**src/rtl/core/skf_pkg.sv**
```systemverilog
// Shared constants, register codes and controller/datapath types for the scalar Kalman filter.
`timescale 1ns / 1ps
package skf_pkg;

	localparam int DATA_W        = 32;
	localparam int GAIN_W        = 17;
	localparam int CFG_IDX_W     = 2;
	localparam int FRAC_BITS_DEF = 16;

	localparam logic [DATA_W-1:0] PROCESS_NOISE_RST = 32'd655;
	localparam logic [DATA_W-1:0] MEAS_NOISE_RST    = 32'd6554;
	localparam logic [DATA_W-1:0] INIT_EST_RST      = 32'd65536;
	localparam logic [DATA_W-1:0] INIT_COV_RST      = 32'd65536;

	typedef enum logic [CFG_IDX_W-1:0] {
		REG_PROCESS_NOISE = 2'd0,
		REG_MEAS_NOISE    = 2'd1,
		REG_INIT_EST      = 2'd2,
		REG_INIT_COV      = 2'd3
	} cfg_reg_t;

	// Commands from the controller to the datapath
	typedef struct packed {
		logic load;
		logic predict;
		logic div_first;
		logic div_step;
		logic mul_corr;
		logic mul_cov;
		logic commit;
	} skf_cmd_t;

	// Status from the datapath to the controller
	typedef struct packed {
		logic restart;
	} skf_stat_t;

endpackage

```
**src/rtl/core/skf_channels.sv**
```systemverilog
// Valid/ready channel interfaces for filter items and results.
`timescale 1ns / 1ps
interface skf_in_if
	import skf_pkg::*;
();
	logic                     valid;
	logic                     ready;
	logic                     mode;
	logic signed [DATA_W-1:0] measurement;

	modport source (output valid, output mode, output measurement, input ready);
	modport sink (input valid, input mode, input measurement, output ready);
endinterface

interface skf_out_if
	import skf_pkg::*;
();
	logic                     valid;
	logic                     ready;
	logic signed [DATA_W-1:0] estimate;
	logic        [GAIN_W-1:0] gain;
	logic        [DATA_W-1:0] covariance;

	modport source (output valid, output estimate, output gain, output covariance, input ready);
	modport sink (input valid, input estimate, input gain, input covariance, output ready);
endinterface

```
**src/rtl/core/scalar_kalman_filter_unit.sv**
```systemverilog
// Top level of the scalar Kalman filter: controller, datapath and channel wiring.
//
//  channel  | dir | payload                         | handshake
//  in_ch    | in  | mode, measurement               | valid/ready
//  out_ch   | out | estimate, gain, covariance      | valid/ready
//  cfg      | in  | cfg_index, cfg_wdata            | cfg_we, no stall
//
// A measurement passes through predict, the FRAC_BITS + 1 steps of the restoring
// divider for the gain, the correction and covariance multiplies and commit;
// a restart goes from predict straight to commit. One item is in flight at a time.
// A finished result waits in the output stage; the next item is accepted and
// computed meanwhile, and its commit holds until the waiting result is taken.
// Reset loads the configuration and filter state with their reset values.
`timescale 1ns / 1ps
module scalar_kalman_filter_unit
	import skf_pkg::*;
#(
	parameter int FRAC_BITS = FRAC_BITS_DEF
) (
	input  logic                 clk,
	input  logic                 arst_n,
	skf_in_if.sink               in_ch,
	skf_out_if.source            out_ch,
	input  logic                 cfg_we,
	input  logic [CFG_IDX_W-1:0] cfg_index,
	input  logic [DATA_W-1:0]    cfg_wdata
);

	skf_cmd_t  cmd;
	skf_stat_t stat;
	logic      in_ready;
	logic      out_valid;

	skf_ctrl #(
		.FRAC_BITS (FRAC_BITS)
	) u_ctrl (
		.clk       (clk),
		.arst_n    (arst_n),
		.in_valid  (in_ch.valid),
		.in_ready  (in_ready),
		.out_valid (out_valid),
		.out_ready (out_ch.ready),
		.stat      (stat),
		.cmd       (cmd)
	);

	skf_dp #(
		.FRAC_BITS (FRAC_BITS)
	) u_dp (
		.clk            (clk),
		.arst_n         (arst_n),
		.cfg_we         (cfg_we),
		.cfg_index      (cfg_index),
		.cfg_wdata      (cfg_wdata),
		.in_mode        (in_ch.mode),
		.in_measurement (in_ch.measurement),
		.cmd            (cmd),
		.stat           (stat),
		.estimate       (out_ch.estimate),
		.gain           (out_ch.gain),
		.covariance     (out_ch.covariance)
	);

	assign in_ch.ready  = in_ready;
	assign out_ch.valid = out_valid;

endmodule

```
**src/rtl/core/skf_ctrl.sv**
```systemverilog
// Sequencing state machine for the scalar Kalman filter.
`timescale 1ns / 1ps
module skf_ctrl
	import skf_pkg::*;
#(
	parameter int FRAC_BITS = FRAC_BITS_DEF
) (
	input  logic      clk,
	input  logic      arst_n,
	input  logic      in_valid,
	output logic      in_ready,
	output logic      out_valid,
	input  logic      out_ready,
	input  skf_stat_t stat,
	output skf_cmd_t  cmd
);

	localparam int CNT_W = $clog2(FRAC_BITS + 1);

	typedef enum logic [2:0] {
		ST_IDLE,
		ST_PRED,
		ST_DIV,
		ST_MUL_CORR,
		ST_MUL_COV,
		ST_DONE
	} state_t;

	state_t           state_q;
	logic [CNT_W-1:0] cnt_q;
	logic             out_valid_q;
	logic             accept;
	logic             commit_ok;

	assign in_ready  = (state_q == ST_IDLE);
	assign out_valid = out_valid_q;
	assign accept    = in_valid && in_ready;
	assign commit_ok = (state_q == ST_DONE) && (!out_valid_q || out_ready);

	// Decode datapath commands from the current state
	always_comb begin
		cmd           = '0;
		cmd.load      = accept;
		cmd.predict   = (state_q == ST_PRED);
		cmd.div_step  = (state_q == ST_DIV);
		cmd.div_first = (state_q == ST_DIV) && (cnt_q == '0);
		cmd.mul_corr  = (state_q == ST_MUL_CORR);
		cmd.mul_cov   = (state_q == ST_MUL_COV);
		cmd.commit    = commit_ok;
	end

	// Advance state, divide step count and result valid
	always_ff @(posedge clk or negedge arst_n) begin
		if (!arst_n) begin
			state_q     <= ST_IDLE;
			cnt_q       <= '0;
			out_valid_q <= 1'b0;
		end else begin
			if (commit_ok) begin
				out_valid_q <= 1'b1;
			end else if (out_ready) begin
				out_valid_q <= 1'b0;
			end
			case (state_q)
				ST_IDLE: begin
					if (accept) begin
						state_q <= ST_PRED;
					end
				end
				ST_PRED: begin
					cnt_q   <= '0;
					state_q <= stat.restart ? ST_DONE : ST_DIV;
				end
				ST_DIV: begin
					if (cnt_q == CNT_W'(FRAC_BITS)) begin
						state_q <= ST_MUL_CORR;
					end else begin
						cnt_q <= cnt_q + 1'b1;
					end
				end
				ST_MUL_CORR: begin
					state_q <= ST_MUL_COV;
				end
				ST_MUL_COV: begin
					state_q <= ST_DONE;
				end
				ST_DONE: begin
					if (commit_ok) begin
						state_q <= ST_IDLE;
					end
				end
				default: begin
					state_q <= ST_IDLE;
				end
			endcase
		end
	end

endmodule

```
**src/rtl/core/skf_dp.sv**
```systemverilog
// Datapath: configuration, filter state, restoring divider and shared multiplier.
`timescale 1ns / 1ps
module skf_dp
	import skf_pkg::*;
#(
	parameter int FRAC_BITS = FRAC_BITS_DEF
) (
	input  logic                     clk,
	input  logic                     arst_n,
	input  logic                     cfg_we,
	input  logic [CFG_IDX_W-1:0]     cfg_index,
	input  logic [DATA_W-1:0]        cfg_wdata,
	input  logic                     in_mode,
	input  logic signed [DATA_W-1:0] in_measurement,
	input  skf_cmd_t                 cmd,
	output skf_stat_t                stat,
	output logic signed [DATA_W-1:0] estimate,
	output logic [GAIN_W-1:0]        gain,
	output logic [DATA_W-1:0]        covariance
);

	localparam int QW   = FRAC_BITS + 1;
	localparam int MA_W = DATA_W + 2;
	localparam int MB_W = FRAC_BITS + 2;
	localparam int PW   = MA_W + MB_W;
	localparam logic [QW-1:0] ONE_FIX = QW'(1) << FRAC_BITS;

	// Configuration registers
	logic [DATA_W-1:0] q_q, r_q, init_est_q, init_cov_q;
	// Filter state and item capture
	logic [DATA_W-1:0] est_q, cov_q;
	logic              mode_q;
	logic [DATA_W-1:0] meas_q;
	// Working registers
	logic [DATA_W-1:0]       p_q;
	logic [DATA_W:0]         sum_q;
	logic                    sum_zero_q;
	logic signed [DATA_W:0]  diff_q;
	logic [DATA_W+1:0]       rem_q;
	logic [QW-1:0]           quo_q;
	logic signed [PW-1:0]    prod_q;
	logic [DATA_W-1:0]       est_new_q;
	logic [GAIN_W-1:0]       gain_out_q;

	logic [DATA_W:0]         p_sum;
	logic [DATA_W-1:0]       p_sat;
	logic [DATA_W+1:0]       trial;
	logic                    ge;
	logic [QW-1:0]           gain_eff;
	logic signed [MA_W-1:0]  mul_a;
	logic signed [MB_W-1:0]  mul_b;
	logic [QW+GAIN_W-1:0]    gain_wide;

	// Predict covariance with saturation
	assign p_sum = {1'b0, cov_q} + {1'b0, q_q};
	assign p_sat = p_sum[DATA_W] ? '1 : p_sum[DATA_W-1:0];

	// One restoring divide step; the first step does not shift
	assign trial = cmd.div_first ? rem_q : {rem_q[DATA_W:0], 1'b0};
	assign ge    = (trial >= {1'b0, sum_q});

	assign gain_eff = sum_zero_q ? '0 : quo_q;

	// Share one multiplier between correction and covariance update
	always_comb begin
		if (cmd.mul_cov) begin
			mul_a = {2'b00, p_q};
			mul_b = {1'b0, ONE_FIX - gain_eff};
		end else begin
			mul_a = {diff_q[DATA_W], diff_q};
			mul_b = {1'b0, gain_eff};
		end
	end

	assign gain_wide = {{GAIN_W{1'b0}}, gain_eff};

	// Write configuration and commit filter state
	always_ff @(posedge clk or negedge arst_n) begin
		if (!arst_n) begin
			q_q        <= PROCESS_NOISE_RST;
			r_q        <= MEAS_NOISE_RST;
			init_est_q <= INIT_EST_RST;
			init_cov_q <= INIT_COV_RST;
			est_q      <= INIT_EST_RST;
			cov_q      <= INIT_COV_RST;
		end else begin
			if (cfg_we) begin
				case (cfg_reg_t'(cfg_index))
					REG_PROCESS_NOISE: q_q        <= cfg_wdata;
					REG_MEAS_NOISE:    r_q        <= cfg_wdata;
					REG_INIT_EST:      init_est_q <= cfg_wdata;
					REG_INIT_COV:      init_cov_q <= cfg_wdata;
					default: begin
					end
				endcase
			end
			if (cmd.commit) begin
				if (mode_q) begin
					est_q <= init_est_q;
					cov_q <= init_cov_q;
				end else begin
					est_q <= est_new_q;
					cov_q <= prod_q[FRAC_BITS +: DATA_W];
				end
			end
		end
	end

	// Capture item, predict, divide, multiply
	always_ff @(posedge clk) begin
		if (cmd.load) begin
			mode_q <= in_mode;
			meas_q <= in_measurement;
		end
		if (cmd.predict) begin
			p_q        <= p_sat;
			sum_q      <= {1'b0, p_sat} + {1'b0, r_q};
			sum_zero_q <= (p_sat == '0) && (r_q == '0);
			diff_q     <= $signed({meas_q[DATA_W-1], meas_q}) - $signed({est_q[DATA_W-1], est_q});
			rem_q      <= {2'b00, p_sat};
			quo_q      <= '0;
		end
		if (cmd.div_step) begin
			rem_q <= ge ? (trial - {1'b0, sum_q}) : trial;
			quo_q <= {quo_q[QW-2:0], ge};
		end
		if (cmd.mul_corr || cmd.mul_cov) begin
			prod_q <= mul_a * mul_b;
		end
		if (cmd.mul_cov) begin
			est_new_q <= est_q + prod_q[FRAC_BITS +: DATA_W];
		end
		if (cmd.commit) begin
			gain_out_q <= mode_q ? '0 : gain_wide[GAIN_W-1:0];
		end
	end

	assign stat.restart = mode_q;
	assign estimate     = est_q;
	assign gain         = gain_out_q;
	assign covariance   = cov_q;

endmodule
```
**src/flat_wrapper.sv**
```systemverilog
// flat-port wrapper written by rule: the top's interface ports become plain ports
module scalar_kalman_filter_unit_flat import skf_pkg::*;
#(
	parameter int FRAC_BITS = FRAC_BITS_DEF
)
  (clk, arst_n, cfg_we, cfg_index, cfg_wdata, in_ch_valid, in_ch_mode, in_ch_measurement, in_ch_ready, out_ch_valid, out_ch_estimate, out_ch_gain, out_ch_covariance, out_ch_ready);
  skf_in_if in_ch_i ();
  skf_out_if out_ch_i ();
  input  logic clk;
  input  logic arst_n;
  input  logic cfg_we;
  input  logic [CFG_IDX_W-1:0] cfg_index;
  input  logic [DATA_W-1:0] cfg_wdata;
  input wire logic [$bits(in_ch_i.valid)-1:0] in_ch_valid;
  input wire logic [$bits(in_ch_i.mode)-1:0] in_ch_mode;
  input wire logic [$bits(in_ch_i.measurement)-1:0] in_ch_measurement;
  output wire logic [$bits(in_ch_i.ready)-1:0] in_ch_ready;
  output wire logic [$bits(out_ch_i.valid)-1:0] out_ch_valid;
  output wire logic [$bits(out_ch_i.estimate)-1:0] out_ch_estimate;
  output wire logic [$bits(out_ch_i.gain)-1:0] out_ch_gain;
  output wire logic [$bits(out_ch_i.covariance)-1:0] out_ch_covariance;
  input wire logic [$bits(out_ch_i.ready)-1:0] out_ch_ready;
  assign in_ch_i.valid = in_ch_valid;
  assign in_ch_i.mode = in_ch_mode;
  assign in_ch_i.measurement = in_ch_measurement;
  assign in_ch_ready = in_ch_i.ready;
  assign out_ch_valid = out_ch_i.valid;
  assign out_ch_estimate = out_ch_i.estimate;
  assign out_ch_gain = out_ch_i.gain;
  assign out_ch_covariance = out_ch_i.covariance;
  assign out_ch_i.ready = out_ch_ready;
  scalar_kalman_filter_unit #(.FRAC_BITS(FRAC_BITS)) u_core (.clk(clk), .arst_n(arst_n), .in_ch(in_ch_i), .out_ch(out_ch_i), .cfg_we(cfg_we), .cfg_index(cfg_index), .cfg_wdata(cfg_wdata));
endmodule
```
**config.mk**
```make
export PLATFORM = sky130hd
export DESIGN_NAME = scalar_kalman_filter_unit_flat
export DESIGN_NICKNAME = d
export VERILOG_FILES = /design/src/rtl/core/skf_pkg.sv /design/src/rtl/core/skf_channels.sv /design/src/rtl/core/scalar_kalman_filter_unit.sv /design/src/rtl/core/skf_ctrl.sv /design/src/rtl/core/skf_dp.sv /design/src/flat_wrapper.sv
export SDC_FILE = /design/constraint.sdc
export NUM_CORES = 2
export LEC_CHECK = 0
export BUFFER_PORTS_ARGS = -buffer_cell sky130_fd_sc_hd__buf_4
export CORE_MARGIN = 2
export CORE_UTILIZATION = 30
export CTS_BUF_LIST = sky130_fd_sc_hd__clkbuf_8 sky130_fd_sc_hd__clkbuf_16
export CTS_CLUSTER_DIAMETER = 50
export CTS_CLUSTER_SIZE = 10
export DETAILED_ROUTE_END_ITERATION = 8
export GPL_ROUTABILITY_DRIVEN = 0
export MAX_ROUTING_LAYER = met4
export PLACE_DENSITY = 0.51
export SYNTH_ARGS = -nofsm -noshare
export SYNTH_HDL_FRONTEND = slang
export SYNTH_SLANG_ARGS = --single-unit
```
**constraint.sdc**
```tcl
create_clock -name clk -period 19.3 [get_ports clk]
set_input_delay 3.86 -clock clk [delete_from_list [all_inputs] [get_ports clk]]
set_output_delay 3.86 -clock clk [all_outputs]
set_load 0.01 [all_outputs]
```
==> impl_metrics.json <==
{
  "insertion_delay_ps": 650,
  "rsz0062_at_grt": "no",
  "drt.antenna.violating_nets": 0,
  "grt_pass1_wl_mm": 216,
  "crit_type": "flip-flop to flip-flop",
  "clk_path_buf_depth": 3,
  "yosys_warnings": 0,
  "finClkSkew_ps": 41.0,
  "vias": 33100,
  "core-area_um2": 146000,
  "cts_tree": "done",
  "syn-instance-count": 4585,
  "path_delay_family": "adder cells",
  "synth_area_leader_cell": "fa_1",
  "cts.sinks": 465,
  "ys_types": 77,
  "synth-main-ff-cell": "edfxtp_1",
  "startpoint_type": "flip-flop",
  "seq_area_frac_synth_pct": 29.4,
  "cts-root-buf": "clkbuf_16",
  "routedWlPerCell_um": 21.0,
  "synth-edff-count": 264,
  "synth_top_family_by_area": "adder cells",
  "cp.required_ps": 19690,
  "cts.repair.resized": 0,
  "area_growth_syn_to_layout_pct": 13.4,
  "synth-simple-area-share_pct": 13.8,
  "whs_ps": 503,
  "clk_pin_slew_ps": 50,
  "grt_pass1_vias": 34600,
  "synthTopCellsByArea": "fa_1 (24%), edfxtp_1 (18%), dfrtp_1 (10%), ha_1 (7.7%), inv_1 (5.9%)",
  "synthAdderAreaFrac_pct": 31.2,
  "max_freq_ghz": 0.104,
  "hold_viol": 0,
  "drt-initial-drc-count": 2159,
  "max_slew_margin_pct": 17.9,
  "synth_top_cell_area_share_pct": 23.5,
  "ios": 155,
  "antenna_found_initial": 1,
  "period_share_pct": 50.0,
  "min_period_ps": 9640,
  "ys_async_sr_fraction_pct": 43.2,
  "overflow": 0,
  "num-nets-final": 5576,
  "tns_ps": 0,
  "cpPeakStageDelay_ps": 880,
  "final-setup-viol-count": 0,
  "cts-buffers-inserted": 70,
  "drive_gt1_share_pct": 10.9,
  "outcome": "finished clean",
  "synthMuxAreaShare_pct": 5.52,
  "arrival_ps": 10030,
  "synth_compound_area_share_pct": 9.24,
  "syn_area_per_cell_um2": 9.64,
  "crit_path_frequent_cell": "fa_1",
  "hp-class": "flip-flop to flip-flop",
  "fillers": 14800,
  "dp_hpwl_mm": 110,
  "drc_errors": 0,
  "syn-num-nets": 5449,
  "ys_seq_elements": 465,
  "fp-row-count": 140,
  "cts_htree_levels": 3,
  "postCtsSetupBuffers": 0,
  "cp_num_buf_inv": 6,
  "postCtsHoldBufs": 0,
  "placed_cell_area_um2": 47700,
  "grt_start_max_net_pins": 85,
  "fin_area_um2": 50100,
  "dr.pass1.iters": 6,
  "worst_setup_path_end_kind": "flip-flop",
  "die_h_um": 388,
  "portBuffers": 154,
  "viasPerCell": 4.94,
  "die_area_um2": 150000,
  "grt_usage_pct": 19.5,
  "cp_slowest_cell": "o21a_1",
  "slew_violations": 0,
  "worst_pin_slew_ps": 1200,
  "drt-total-wl_mm": 141,
  "critPathMaxFanout": 38,
  "synth_area_um2": 44200,
  "drv_cap": 0,
  "synth_xor_area_share_pct": 3.53,
  "initial_core_util_pct": 30.3,
  "die_x_um": 388
}
[Yosys cell counts (52+ instances only)]
cell      number
clkbuf_1     140
a21oi_1      217
nor3_1        52
dfrtp_1      184
a21o_1        82
o21ai_0      121
ha_1         273
inv_1        699
mux2_2       127
mux2i_1      101
xnor2_1      129
nand2_1      623
nor2_1       478
nand2b_1      53
edfxtp_1     264
fa_1         519
[layout make-up]
cell class              count  area [um^2]  area share [%]
clock inverters            52          467           0.931
flip-flops and latches    465        13000            25.9
inverters                 699         2630            5.25
repair buffers            211         1590            3.18
multi-input cells        3265        28100            56.2
well taps                1917         2400            4.79
clock buffers              77         1900            3.80
diodes                      1         2.50         0.00499
[flip-flops by register name (all words and copies together), names as in the netlist, 32 cells and up]
name and cells:
u_core.u_dp.rem_q 34, u_core.u_dp.p_q 32, u_core.u_dp.r_q 32, u_core.u_dp.init_est_q 32
u_core.u_dp.q_q 32, u_core.u_dp.covariance 32, u_core.u_dp.sum_q 33, u_core.u_dp.estimate 32
u_core.u_dp.meas_q 32, u_core.u_dp.init_cov_q 32, u_core.u_dp.prod_q 32, u_core.u_dp.est_new_q 32
u_core.u_dp.diff_q 33
[cells by family (layout without fill, tap and decap cells)]
family / count (synthesis) / count (layout)
other: 0 / 1
buffers and inverters: 855 / 1039
AO/OA/AOI/OAI: 645 / 645
AND/OR/NAND/NOR: 1422 / 1422
multiplexers: 228 / 228
XOR/XNOR: 178 / 178
adder cells (fa/ha/maj): 792 / 792
flip-flops: 465 / 465
[stage by stage]
stage               setup WS [ps]  utilization (%)  instances
finish                       9660             34.3       6687
global route                 9070             34.3       6686
CTS                          9650             34.3       6686
detailed placement           9650             32.7       6557
global placement             9850             32.7       6557
floorplan                   10530                -       4585
[layout by cell type, fill, tap and decap left out, types with 124 or more instances in the layout]
cell type	netlist	routed
nor2_1	478	478
buf_4	0	210
xnor2_1	129	124
edfxtp_1	264	264
inv_1	699	719
mux2_2	127	127
fa_1	519	519
a21oi_1	217	216
nand2_1	623	621
dfrtp_1	184	184
ha_1	273	273
[worst paths after layout]
kind,cells after the start,slack [ps],end,from
worst max-delay path,31,9660,u_core.u_dp.prod_q[47],u_core.u_dp.sum_zero_q
worst min-delay path,1,500,u_core.u_dp.init_cov_q[4],u_core.u_dp.init_cov_q[4]
worst max register to register,31,9660,u_core.u_dp.prod_q[47],u_core.u_dp.sum_zero_q
worst min register to register,1,500,u_core.u_dp.init_cov_q[4],u_core.u_dp.init_cov_q[4]
max in group asynchronous,2,14770,u_core.u_dp.init_est_q[28],arst_n
min in group asynchronous,1,3140,u_core.u_dp.q_q[23],arst_n
[routing by layer]
metal | vias to the layer above | wire [um] | track usage (%)
li1 | 15200 | - | -
met1 | 16700 | 61300 | 25.4
met2 | 959 | 68500 | 32.3
met3 | 185 | 6960 | 1.91
met4 | 0 | 3710 | 5.23
met5 | - | 0 | -
Power is left out: the tool's default activity adds up to more than one toggle a clock period on the data nets, which glitch-free logic cannot reach.
